File: src/design/psch_pkg.sv
// Package for the preemptive priority scheduler: sizes, item codes, the job
// record type and small time helpers. No dependencies.
package psch_pkg;

  localparam int MAX_JOBS  = 16;
  localparam int TIME_BITS = 16;
  localparam int IDX_W     = $clog2(MAX_JOBS);
  localparam int CNT_W     = $clog2(MAX_JOBS + 1);
  localparam int OUT_TW    = 16;
  localparam int WIDE_BITS = (TIME_BITS > OUT_TW) ? TIME_BITS : OUT_TW;

  localparam logic [TIME_BITS-1:0] TIME_MAX = {TIME_BITS{1'b1}};

  typedef enum logic [1:0] {
    MODE_LOAD  = 2'd0,
    MODE_TICK  = 2'd1,
    MODE_CLEAR = 2'd2
  } mode_e;

  typedef enum logic [1:0] {
    LERR_OK   = 2'd0,
    LERR_FULL = 2'd1,
    LERR_ZERO = 2'd2
  } load_err_e;

  typedef struct packed {
    logic [7:0]        id;
    logic [OUT_TW-1:0] arrival;
    logic [7:0]        burst;
    logic [7:0]        prio;
    logic [7:0]        remaining;
  } job_t;

  function automatic logic [WIDE_BITS-1:0] widen_time(input logic [TIME_BITS-1:0] t);
    widen_time = WIDE_BITS'(t);
  endfunction

  function automatic logic [OUT_TW-1:0] out_time(input logic [WIDE_BITS-1:0] t);
    out_time = t[OUT_TW-1:0];
  endfunction

endpackage

File: src/design/psch_table.sv
// Job table memory: one write port and one registered read port.
// Depends on psch_pkg for the job record type and table depth.
module psch_table (
  input  logic                  clk_i,
  input  logic                  we_i,
  input  logic [psch_pkg::IDX_W-1:0] waddr_i,
  input  psch_pkg::job_t        wdata_i,
  input  logic                  re_i,
  input  logic [psch_pkg::IDX_W-1:0] raddr_i,
  output psch_pkg::job_t        rdata_o
);

  psch_pkg::job_t mem [psch_pkg::MAX_JOBS];
  psch_pkg::job_t rdata_q;

  always_ff @(posedge clk_i) begin
    if (we_i) begin
      mem[waddr_i] <= wdata_i;
    end
    if (re_i) begin
      rdata_q <= mem[raddr_i];
    end
  end

  assign rdata_o = rdata_q;

endmodule

File: src/design/psch_pick.sv
// Shared compare unit: decides whether a scanned job beats the current best.
// Depends on psch_pkg for the job record type and time widths.
module psch_pick (
  input  psch_pkg::job_t                 cand_i,
  input  psch_pkg::job_t                 best_i,
  input  logic                           best_vld_i,
  input  logic [psch_pkg::TIME_BITS-1:0] now_i,
  output logic                           take_o
);

  logic eligible;
  logic better;

  assign eligible = (cand_i.remaining != 8'd0) &&
                    (psch_pkg::WIDE_BITS'(cand_i.arrival) <= psch_pkg::widen_time(now_i));
  assign better   = (cand_i.prio < best_i.prio) ||
                    ((cand_i.prio == best_i.prio) && (cand_i.arrival < best_i.arrival));
  assign take_o   = eligible && (!best_vld_i || better);

endmodule

File: src/design/preemptive_priority_scheduler.sv
// Top level of the preemptive priority scheduler: sequencer, counters, time
// and result register. Uses psch_pkg, psch_table and psch_pick.
//
// Usage: one input word per request on the in channel (valid/ready), one
// result word per request on the out channel (valid/ready). Mode load
// appends a job to the table, mode tick runs the best eligible job for one
// time unit, mode clear empties the table and sets time to zero.
// A load, clear or unused-mode word goes from idle straight to the result
// step, and the next word is taken once the block is back in idle. A tick
// scans the table one entry per cycle through the single read port of the
// job memory and the shared compare unit, then passes through the update
// step, a wait step when the job finishes, and the result step.
// The block accepts one word at a time; it takes the next word while a
// finished result still waits in the output register, and holds its final
// result step until that register is free when the receiver stalls.
// Reset clears the job and done counts, time and all handshake state; the
// table contents stay undefined and are never read before being written.
module preemptive_priority_scheduler (
  input  logic        clk_i,
  input  logic        rst_ni,
  input  logic        in_valid_i,
  output logic        in_ready_o,
  input  logic [1:0]  mode_i,
  input  logic [7:0]  job_id_i,
  input  logic [15:0] arrival_i,
  input  logic [7:0]  burst_i,
  input  logic [7:0]  priority_req_i,
  output logic        out_valid_o,
  input  logic        out_ready_i,
  output logic [7:0]  ran_job_o,
  output logic        idle_o,
  output logic [15:0] tick_time_o,
  output logic        finished_o,
  output logic [15:0] completion_o,
  output logic [15:0] turnaround_o,
  output logic [15:0] waiting_o,
  output logic        all_done_o,
  output logic [1:0]  load_error_o
);

  typedef enum logic [2:0] {
    ST_IDLE,
    ST_SCAN,
    ST_UPDATE,
    ST_WAIT,
    ST_RESP
  } state_e;

  state_e                           state_q;
  logic [psch_pkg::CNT_W-1:0]       job_cnt_q;
  logic [psch_pkg::CNT_W-1:0]       done_cnt_q;
  logic [psch_pkg::TIME_BITS-1:0]   now_q;
  logic [psch_pkg::TIME_BITS-1:0]   now_next;
  logic [psch_pkg::CNT_W-1:0]       idx_q;
  logic                             rd_vld_q;
  logic [psch_pkg::IDX_W-1:0]       rd_idx_q;
  psch_pkg::job_t                   best_q;
  logic                             best_vld_q;
  logic [psch_pkg::IDX_W-1:0]       best_idx_q;
  logic [psch_pkg::WIDE_BITS-1:0]   tat_q;
  logic [psch_pkg::WIDE_BITS-1:0]   burst_w;

  logic [7:0]  res_ran_q;
  logic        res_idle_q;
  logic [15:0] res_time_q;
  logic        res_fin_q;
  logic [15:0] res_comp_q;
  logic [15:0] res_tat_q;
  logic [15:0] res_wait_q;
  logic [1:0]  res_lerr_q;

  logic        out_valid_q;
  logic [7:0]  out_ran_q;
  logic        out_idle_q;
  logic [15:0] out_time_q;
  logic        out_fin_q;
  logic [15:0] out_comp_q;
  logic [15:0] out_tat_q;
  logic [15:0] out_wait_q;
  logic        out_all_q;
  logic [1:0]  out_lerr_q;

  logic                       accept;
  logic                       load_ok;
  logic                       issue;
  logic                       take;
  logic                       we;
  logic [psch_pkg::IDX_W-1:0] waddr;
  psch_pkg::job_t             wdata;
  psch_pkg::job_t             rdata;
  logic                       resp_fire;

  assign in_ready_o = (state_q == ST_IDLE);
  assign accept     = in_valid_i && in_ready_o;
  assign load_ok    = (burst_i != 8'd0) && (job_cnt_q < psch_pkg::CNT_W'(psch_pkg::MAX_JOBS));
  assign issue      = (state_q == ST_SCAN) && (idx_q < job_cnt_q);
  assign now_next   = (now_q == psch_pkg::TIME_MAX) ? now_q : now_q + 1'b1;
  assign resp_fire  = (state_q == ST_RESP) && (!out_valid_q || out_ready_i);
  assign burst_w    = psch_pkg::WIDE_BITS'(best_q.burst);

  always_comb begin
    we    = 1'b0;
    waddr = best_idx_q;
    wdata = best_q;
    if (accept && (mode_i == psch_pkg::MODE_LOAD) && load_ok) begin
      we              = 1'b1;
      waddr           = job_cnt_q[psch_pkg::IDX_W-1:0];
      wdata.id        = job_id_i;
      wdata.arrival   = arrival_i;
      wdata.burst     = burst_i;
      wdata.prio      = priority_req_i;
      wdata.remaining = burst_i;
    end else if ((state_q == ST_UPDATE) && best_vld_q) begin
      we              = 1'b1;
      wdata.remaining = best_q.remaining - 8'd1;
    end
  end

  psch_table u_table (
    .clk_i   (clk_i),
    .we_i    (we),
    .waddr_i (waddr),
    .wdata_i (wdata),
    .re_i    (issue),
    .raddr_i (idx_q[psch_pkg::IDX_W-1:0]),
    .rdata_o (rdata)
  );

  psch_pick u_pick (
    .cand_i     (rdata),
    .best_i     (best_q),
    .best_vld_i (best_vld_q),
    .now_i      (now_q),
    .take_o     (take)
  );

  always_ff @(posedge clk_i or negedge rst_ni) begin
    if (!rst_ni) begin
      state_q     <= ST_IDLE;
      job_cnt_q   <= '0;
      done_cnt_q  <= '0;
      now_q       <= '0;
      idx_q       <= '0;
      rd_vld_q    <= 1'b0;
      rd_idx_q    <= '0;
      best_q      <= '0;
      best_vld_q  <= 1'b0;
      best_idx_q  <= '0;
      tat_q       <= '0;
      res_ran_q   <= '0;
      res_idle_q  <= 1'b0;
      res_time_q  <= '0;
      res_fin_q   <= 1'b0;
      res_comp_q  <= '0;
      res_tat_q   <= '0;
      res_wait_q  <= '0;
      res_lerr_q  <= '0;
      out_valid_q <= 1'b0;
      out_ran_q   <= '0;
      out_idle_q  <= 1'b0;
      out_time_q  <= '0;
      out_fin_q   <= 1'b0;
      out_comp_q  <= '0;
      out_tat_q   <= '0;
      out_wait_q  <= '0;
      out_all_q   <= 1'b0;
      out_lerr_q  <= '0;
    end else begin
      if (out_valid_q && out_ready_i && !resp_fire) begin
        out_valid_q <= 1'b0;
      end
      unique case (state_q)
        ST_IDLE: begin
          if (in_valid_i) begin
            res_ran_q  <= '0;
            res_idle_q <= 1'b0;
            res_fin_q  <= 1'b0;
            res_comp_q <= '0;
            res_tat_q  <= '0;
            res_wait_q <= '0;
            case (mode_i)
              psch_pkg::MODE_LOAD: begin
                res_time_q <= psch_pkg::out_time(psch_pkg::widen_time(now_q));
                state_q    <= ST_RESP;
                if (burst_i == 8'd0) begin
                  res_lerr_q <= psch_pkg::LERR_ZERO;
                end else if (!load_ok) begin
                  res_lerr_q <= psch_pkg::LERR_FULL;
                end else begin
                  res_lerr_q <= psch_pkg::LERR_OK;
                  job_cnt_q  <= job_cnt_q + 1'b1;
                end
              end
              psch_pkg::MODE_TICK: begin
                res_lerr_q <= psch_pkg::LERR_OK;
                res_time_q <= psch_pkg::out_time(psch_pkg::widen_time(now_q));
                idx_q      <= '0;
                rd_vld_q   <= 1'b0;
                best_vld_q <= 1'b0;
                state_q    <= ST_SCAN;
              end
              psch_pkg::MODE_CLEAR: begin
                res_lerr_q <= psch_pkg::LERR_OK;
                res_time_q <= '0;
                job_cnt_q  <= '0;
                done_cnt_q <= '0;
                now_q      <= '0;
                state_q    <= ST_RESP;
              end
              default: begin
                res_lerr_q <= psch_pkg::LERR_OK;
                res_time_q <= psch_pkg::out_time(psch_pkg::widen_time(now_q));
                state_q    <= ST_RESP;
              end
            endcase
          end
        end
        ST_SCAN: begin
          rd_vld_q <= issue;
          rd_idx_q <= idx_q[psch_pkg::IDX_W-1:0];
          if (issue) begin
            idx_q <= idx_q + 1'b1;
          end
          if (rd_vld_q && take) begin
            best_q     <= rdata;
            best_idx_q <= rd_idx_q;
            best_vld_q <= 1'b1;
          end
          if (!issue && !rd_vld_q) begin
            state_q <= ST_UPDATE;
          end
        end
        ST_UPDATE: begin
          now_q <= now_next;
          if (!best_vld_q) begin
            res_idle_q <= 1'b1;
            state_q    <= ST_RESP;
          end else begin
            res_ran_q <= best_q.id;
            if (best_q.remaining == 8'd1) begin
              res_fin_q  <= 1'b1;
              res_comp_q <= psch_pkg::out_time(psch_pkg::widen_time(now_next));
              tat_q      <= psch_pkg::widen_time(now_next) -
                            psch_pkg::WIDE_BITS'(best_q.arrival);
              done_cnt_q <= done_cnt_q + 1'b1;
              state_q    <= ST_WAIT;
            end else begin
              state_q <= ST_RESP;
            end
          end
        end
        ST_WAIT: begin
          res_tat_q  <= psch_pkg::out_time(tat_q);
          res_wait_q <= (tat_q >= burst_w) ? psch_pkg::out_time(tat_q - burst_w) : '0;
          state_q    <= ST_RESP;
        end
        ST_RESP: begin
          if (resp_fire) begin
            out_valid_q <= 1'b1;
            out_ran_q   <= res_ran_q;
            out_idle_q  <= res_idle_q;
            out_time_q  <= res_time_q;
            out_fin_q   <= res_fin_q;
            out_comp_q  <= res_comp_q;
            out_tat_q   <= res_tat_q;
            out_wait_q  <= res_wait_q;
            out_all_q   <= (done_cnt_q == job_cnt_q);
            out_lerr_q  <= res_lerr_q;
            state_q     <= ST_IDLE;
          end
        end
        default: begin
          state_q <= ST_IDLE;
        end
      endcase
    end
  end

  assign out_valid_o  = out_valid_q;
  assign ran_job_o    = out_ran_q;
  assign idle_o       = out_idle_q;
  assign tick_time_o  = out_time_q;
  assign finished_o   = out_fin_q;
  assign completion_o = out_comp_q;
  assign turnaround_o = out_tat_q;
  assign waiting_o    = out_wait_q;
  assign all_done_o   = out_all_q;
  assign load_error_o = out_lerr_q;

  a_cnt_bound: assert property (@(posedge clk_i) disable iff (!rst_ni)
    (job_cnt_q <= psch_pkg::CNT_W'(psch_pkg::MAX_JOBS)) && (done_cnt_q <= job_cnt_q))
    else $error("Job or done count out of range.");

  a_fin_not_idle: assert property (@(posedge clk_i) disable iff (!rst_ni)
    out_valid_o && finished_o |-> !idle_o && (load_error_o == psch_pkg::LERR_OK))
    else $error("Finished result also flags idle or a load error.");

  a_busy_after_accept: assert property (@(posedge clk_i) disable iff (!rst_ni)
    accept |=> !in_ready_o)
    else $error("Input taken again before the previous word was resolved.");

  a_resp_loads_out: assert property (@(posedge clk_i) disable iff (!rst_ni)
    resp_fire |=> out_valid_o)
    else $error("Result step did not load the output register.");

endmodule
File: config.mk
export PLATFORM = sky130hd
export DESIGN_NAME = preemptive_priority_scheduler
export DESIGN_NICKNAME = d
export VERILOG_FILES = /design/src/design/psch_pkg.sv /design/src/design/psch_table.sv /design/src/design/psch_pick.sv /design/src/design/preemptive_priority_scheduler.sv
export SDC_FILE = /design/constraint.sdc
export NUM_CORES = 1
export LEC_CHECK = 0
export BUFFER_PORTS_ARGS = -buffer_cell sky130_fd_sc_hd__buf_2
export CORE_MARGIN = 3
export CORE_UTILIZATION = 62
export DETAILED_ROUTE_END_ITERATION = 6
export PLACE_DENSITY = 0.79
export SYNTH_ARGS = -nofsm -noshare
export SYNTH_HDL_FRONTEND = slang
export SYNTH_SLANG_ARGS = --single-unit
File: constraint.sdc
create_clock -name clk_i -period 7.3 [get_ports clk_i]
set_clock_uncertainty 0.2 [all_clocks]
set_input_delay 1.46 -clock clk_i [delete_from_list [all_inputs] [get_ports clk_i]]
set_output_delay 1.46 -clock clk_i [all_outputs]
set_load 0.02 [all_outputs]
; Yosys cells after proc, flatten, opt, wreduce, memory -nomap -nowiden
; Memories as Yosys holds them, arrays and structs flattened. A register that Yosys moved wholly into a read port is not among the register bits.
; Index checks and enable logic that the tools add are counted.
[word_totals]
reg_bits = 262
mem_bits_rw = 768
out_inout_bits = 79
n_memories = 1
[memory_table]
columns = name, depth, word_bits, read_ports, rd_ports_with_merged_regs, wr, line_no
row1 = u_table.mem, 16, 48, 1, 1, 1, psch_table.sv:13  ; psch_pkg::job_t mem [psch_pkg::MAX_JOBS];
[op_classes]
addsub = 7
n_lt_le_gt_ge = 6
eq_ne = 22
n_mux = 58
reduce_logical = 46
[ops]
columns = operator, count
row1 = 16-bit one-hot mux with 2 select lines, 4
row2 = 16-bit two-way mux, 7
row3 = 5-bit two-way mux, 9
row4 = 40-bit two-way mux, 1
row5 = 8-bit two-way mux, 4
row6 = 5-bit one-hot mux with 2 select lines, 3
row7 = 3-bit two-way mux, 6
row8 = "16-bit by 1-bit adder with 16-bit output, second input constant", 1
row9 = "16-bit == test, second input constant", 1
row10 = 16-bit by 8-bit greater-or-equal comparator with 1-bit output, 1
row11 = 16-bit less-or-equal comparator, 1
row12 = 16-bit < comparator, 1
row13 = 8-bit one-hot mux with 2 select lines, 1
row14 = 8-bit nonzero test, 2
row15 = 16-bit subtractor, 1
row16 = 16-bit by 8-bit subtractor with 16-bit output, 1
row17 = "5-bit by 1-bit adder with 5-bit output, second input constant", 3
row18 = 1-bit two-way mux, 15
row19 = 3-bit one-hot mux with 5 select lines, 1
row20 = 3-bit AND reduction, 5
row21 = 1-bit logical AND, 14
row22 = "2-bit inequality test, second input constant", 7
row23 = 4-bit AND reduction, 3
row24 = "2-bit by 1-bit inequality test with 1-bit output, second input constant", 5
row25 = 23 further kinds, 42

; Longest topological paths before layout
[logic_depth]
ltp_word = 8
mapped_depth = 15
depth_no_buf = 14

; Modules after synthesis
; A second synthesis with hierarchy kept.
[unflattened]
hier_cells = 2646
hier_area_um2 = 43736.9
[modules_own_cells]
columns = module, instances, cells_per_inst, area_each_um2, seq_area_each_um2
row1 = psch_table, 1, 1242, 30171.4, 24503.5
row2 = preemptive_priority_scheduler, 1, 1262, 12529.5, 6556.3
row3 = psch_pick, 1, 142, 1036.0, 0.0

; Worst setup path before layout
; Ideal clock, no wire load.
[synth_path]
path_type = reg2reg
startpoint = reg job_cnt_q[1] (netlist name)
endpoint = reg idx_q[0] (netlist name)
setup_ps = 92
arrival_ps = 5599
required_time_ps = 7008
path_slack_ps = 1409
stages_incl_launch_ff = 8
n_path_buf = 0
period_less_slack_ps = 5891
path_cell_list = dfrtp_1 > inv_1 > ha_1 > a21o_1 > a21o_1 > a21o_1 > a211oi_1 > mux2_2
[synth_between]
elab_chain_len = 4
[synth_lines]
columns = item, line_no
row1 = start: declaration, preemptive_priority_scheduler.sv:50  ; logic [psch_pkg::CNT_W-1:0] job_cnt_q;
row2 = start signal: assignment, preemptive_priority_scheduler.sv:191  ; job_cnt_q <= job_cnt_q + 1'b1;
row3 = 5-bit < comparator, preemptive_priority_scheduler.sv:96  ; assign issue = (state_q == ST_SCAN) && (idx_q < job_cnt_q);
row4 = 1-bit logical AND, preemptive_priority_scheduler.sv:96
row5 = net issue, preemptive_priority_scheduler.sv:85  ; logic issue;
row6 = 2-bit inequality test (no source line), n/a
row7 = 4-bit AND reduction (no source line), n/a
row8 = end signal: assignment, preemptive_priority_scheduler.sv:222  ; idx_q <= idx_q + 1'b1;
row9 = end: declaration, preemptive_priority_scheduler.sv:54  ; logic [psch_pkg::CNT_W-1:0] idx_q;
; The timed path passes the listed nets, and every way through them passes these cells.
; A chain may end at the register's enable or synchronous reset.

; Final worst setup path
[layout_path]
startpoint = in burst_i[4]
endpoint = mem u_table.mem[14][46] (netlist name), enable pin
[layout_between]
elab_chain_len = 6
word_cells_on_any_way = 7
[layout_lines]
columns = item, line_no
row1 = start: declaration, preemptive_priority_scheduler.sv:26  ; input logic [7:0] burst_i,
row2 = 8-bit nonzero test *, preemptive_priority_scheduler.sv:95  ; assign load_ok = (burst_i != 8'd0) && (job_cnt_q < psch_pkg::CNT_W'(psch_pkg::MAX_JOBS));
row3 = 1-bit logical AND *, preemptive_priority_scheduler.sv:95
row4 = 1-bit logical AND *, preemptive_priority_scheduler.sv:105  ; if (accept && (mode_i == psch_pkg::MODE_LOAD) && load_ok) begin
row5 = 1-bit two-way mux, preemptive_priority_scheduler.sv:105
row6 = 1-bit two-way mux, psch_table.sv:17  ; if (we_i) begin
row7 = 1-bit two-way mux (implied by the code), psch_table.sv:18  ; mem[waddr_i] <= wdata_i;
row8 = end: declaration, psch_table.sv:13
; Every way passes the cells marked *; elsewhere a longest branch is shown, timed or not.

==> results by group <==
Setup path
  • Arr. time, crit path: 5.68 ns
  • CP max FO: 33
  • R2R Setup Slk: 2.17 ns
  • Reg-to-reg startpoint: state_q[1]
  • R2r worst-path depth: 8
  • CP startpoint kind: primary input
  • R2R Path End: u_table.mem[1][35]
  • Critical path cell sequence: buf_2 -> nor4_1 -> nand2_1 -> nand4_1 -> a31oi_1 -> nor2_4 -> buf_4
  • WP data required: 7.38 ns
  • Crit. End Element: register
  • Worst path slowest cell: nand4_1
  • CP peak stage delay: 1.01 ns
  • Critical path class: primary input to register

Final layout
  • Commonest non-fill, non-tap cells in the layout: edfxtp_1, dfrtp_1, mux4_2
  • Layout cell share with drive strength beyond 1: 26.8%
  • Area delta synth->final: 12.5%
  • Total Nets Final: 2766
  • Most common cell after layout, fill and taps aside: edfxtp_1

Placement
  • Setup WS pre-CTS: 1.28 ns
  • IO buf count: 124
  • Detailed placer's ending HPWL: 61300 µm
  • GP Congestion: 0.888

Synth
  • Yosys top cell area share: 56.0%
  • Mean area per synthesized cell: 17.7 µm²
  • Synth area leader: edfxtp_1
  • Synth async-reset ratio: 24.3%
  • Netlist cell types: 76
  • YS warnings: 0
  • Post-synth EDFFs: 816
  • Synth top area cells: edfxtp_1, dfrtp_1, mux4_2
  • Flops & latches, synth: 1078
  • Register area share after synthesis: 71.0%
  • Post-Syn Instances: 2473
  • Post-synth top flop: edfxtp_1
  • Netlist Area Pre-Place: 43800 µm²
  • Syn nets: 2593

Floorplan
  • Die Area: 73800 µm²
  • # rows: 96
  • Initial Utilization: 63.1%
  • Die Y: 272 µm
  • Die X-Extent: 272 µm
  • Core box area: 69300 µm²
  • I/O Pins: 125

Timing
  • Slew of the pin with the lowest slew margin: 1.30 ns
  • RSZ-0062 raised after global routing: false
  • Final setup vio count: 0
  • Crit share post-route: 76.6%
  • Max-slew violations: 0
  • Final Hold Vio Count: 0
  • Worst slew margin: 13.0%
  • Setup TNS: 0 ns
  • Tmin final: 5.59 ns
  • Min setup slack post-route: 1.71 ns
  • Peak Freq: 0.179 GHz

Global route
  • Largest net degree at the start of global routing: 146
  • Met1 global-route usage: 40.5%
  • Grt ovf: 0
  • Vias in the first global route: 24390
  • Met3 usage: 6.46%
  • GRT Overall Usage: 29.3%
  • Initial antenna violation count: 4
  • Layer with the highest usage: met2
  • First-pass GRT wire length: 159000 µm
  • M2 GR Usage: 46.4%

Clock tree
  • H-tree lvl count: 3
  • CTS tree: yes
  • CTS buffer count: 104
  • Clock buffer depth: 3
  • Post-CTS Setup Bufs: 0
  • Clock-pin slew on the worst setup and hold paths: 0.06 ns
  • Root Buffer: clkbuf_16
  • # clock sinks: 1078
  • Post_cts resized: 0
  • Worst skew pair latency: 0.67 ns
  • Hold Buf Count CTS: 0

Routing
  • DRC: 0
  • Antenna-violating nets left: 0
  • Drt via density: 6.59
  • Post-Route WL: 106000 µm
  • Detailed-route via count: 24159
  • DRT Pass-1 Iters: 6
  • Initial DRC count: 2926
  • WL/cell: 28.9 µm

Hold path
  • Hold Path Depth: 2
  • Hold crit path type: register to register
  • Hold Crit Start: res_time_q[3]
  • Worst Hold End: res_time_q[3]

Flow run
  • Maxcap violations: 0

Outcome
  • Status: completed

Power and ir drop
  • IR drop worst, VDD: 0.000343 V
  • Leakage power: 16.9 nW
  • Cell Pwr Density: 379 nW/µm²
logic make-up after synthesis:
kind of cell / count (synthesis) / share of synthesized area (%)
AOI/OAI and AO/OA: 267 / 3.69
and+or+nand+nor: 444 / 4.64
DFF: 1078 / 71.0
muxes: 370 / 15.7
buffers and inverters: 191 / 1.83
xor gates and xnor gates: 49 / 1.02
adders and majority gates: 74 / 2.15
state kept, by name, summed over array words and instances, names as in the netlist, 8 cells and up:
signal	flops
best_q	48
completion_o	16
now_q	16
ran_job_o	8
res_comp_q	16
res_ran_q	8
res_tat_q	16
res_time_q	16
res_wait_q	16
tat_q	16
tick_time_o	16
turnaround_o	16
u_table.mem	768
u_table.rdata_o	48
waiting_o	16
metrics by stage:
stage	hold WS, ns	area (µm²)	instances	util (%)	power (mW)
2_1_floorplan	0.235	43800	2473	-	11.6
3_3_place_gp	0.240	45700	3468	65.9	13.0
3_5_place_dp	0.249	45700	3468	65.9	13.2
4_1_cts	0.270	49200	3663	71.0	18.7
5_1_grt	0.289	49200	3666	71.1	19.4
6_report	0.264	49300	3667	71.1	18.7
synthesized netlist by cell type, drive strengths merged (23+ instances only):
cell      n
mux2    124
o21ai   149
ha       72
clkbuf   68
a21oi    33
xnor2    28
nor3     23
nand2   239
mux4    240
nor2     64
nand3    43
edfxtp  816
dfrtp   262
buf      43
inv      80
power by group:
part	switching, mW	internal, mW	total [mW]
clock	2.27	3.23	5.50
combinational	3.00	2.04	5.04
sequential	0.548	7.60	8.15
total	5.82	12.9	18.7
routing by layer:
| metal | vias up | part of all wire [%] | routed length (µm) |
|---|---|---|---|
| met2 | 1544 | 49 | 51900 |
| li1 | 9991 | - | - |
| met4 | 4 | 3.8 | 4020 |
| met3 | 269 | 9.9 | 10500 |
| met5 | - | 0.022 | 23 |
| met1 | 12351 | 37 | 39600 |
area by class of cell:
class | count | area [µm²]
diodes | 1 | 2.50
inverters | 80 | 300
flip-flops and latches | 1078 | 31100
clock inverters | 58 | 572
fillers | 4036 | 20100
clock buffers | 137 | 2950
multi-input cells | 1204 | 12100
well taps | 931 | 1160
repair buffers | 178 | 1140
worst max path at each step:
stage	from	endpoint	slack (ns)	cells past startpoint
floorplan	job_cnt_q[1]	idx_q[0]	1.41	7
global placement	burst_i[4]	u_table.mem[14][31]	1.26	7
detailed placement	burst_i[4]	u_table.mem[15][40]	1.28	7
CTS	burst_i[4]	u_table.mem[15][44]	1.93	7
global route	burst_i[0]	u_table.mem[15][41]	1.70	7
finish	burst_i[4]	u_table.mem[14][46]	1.71	7
critical path: cells and delay by family:
kind,cells,cell delay [ns]
compound gates,1,0.57
buf+inv,2,0.76
simple gates,4,2.83
No activity file was read; power rests on OpenSTA's default activity.
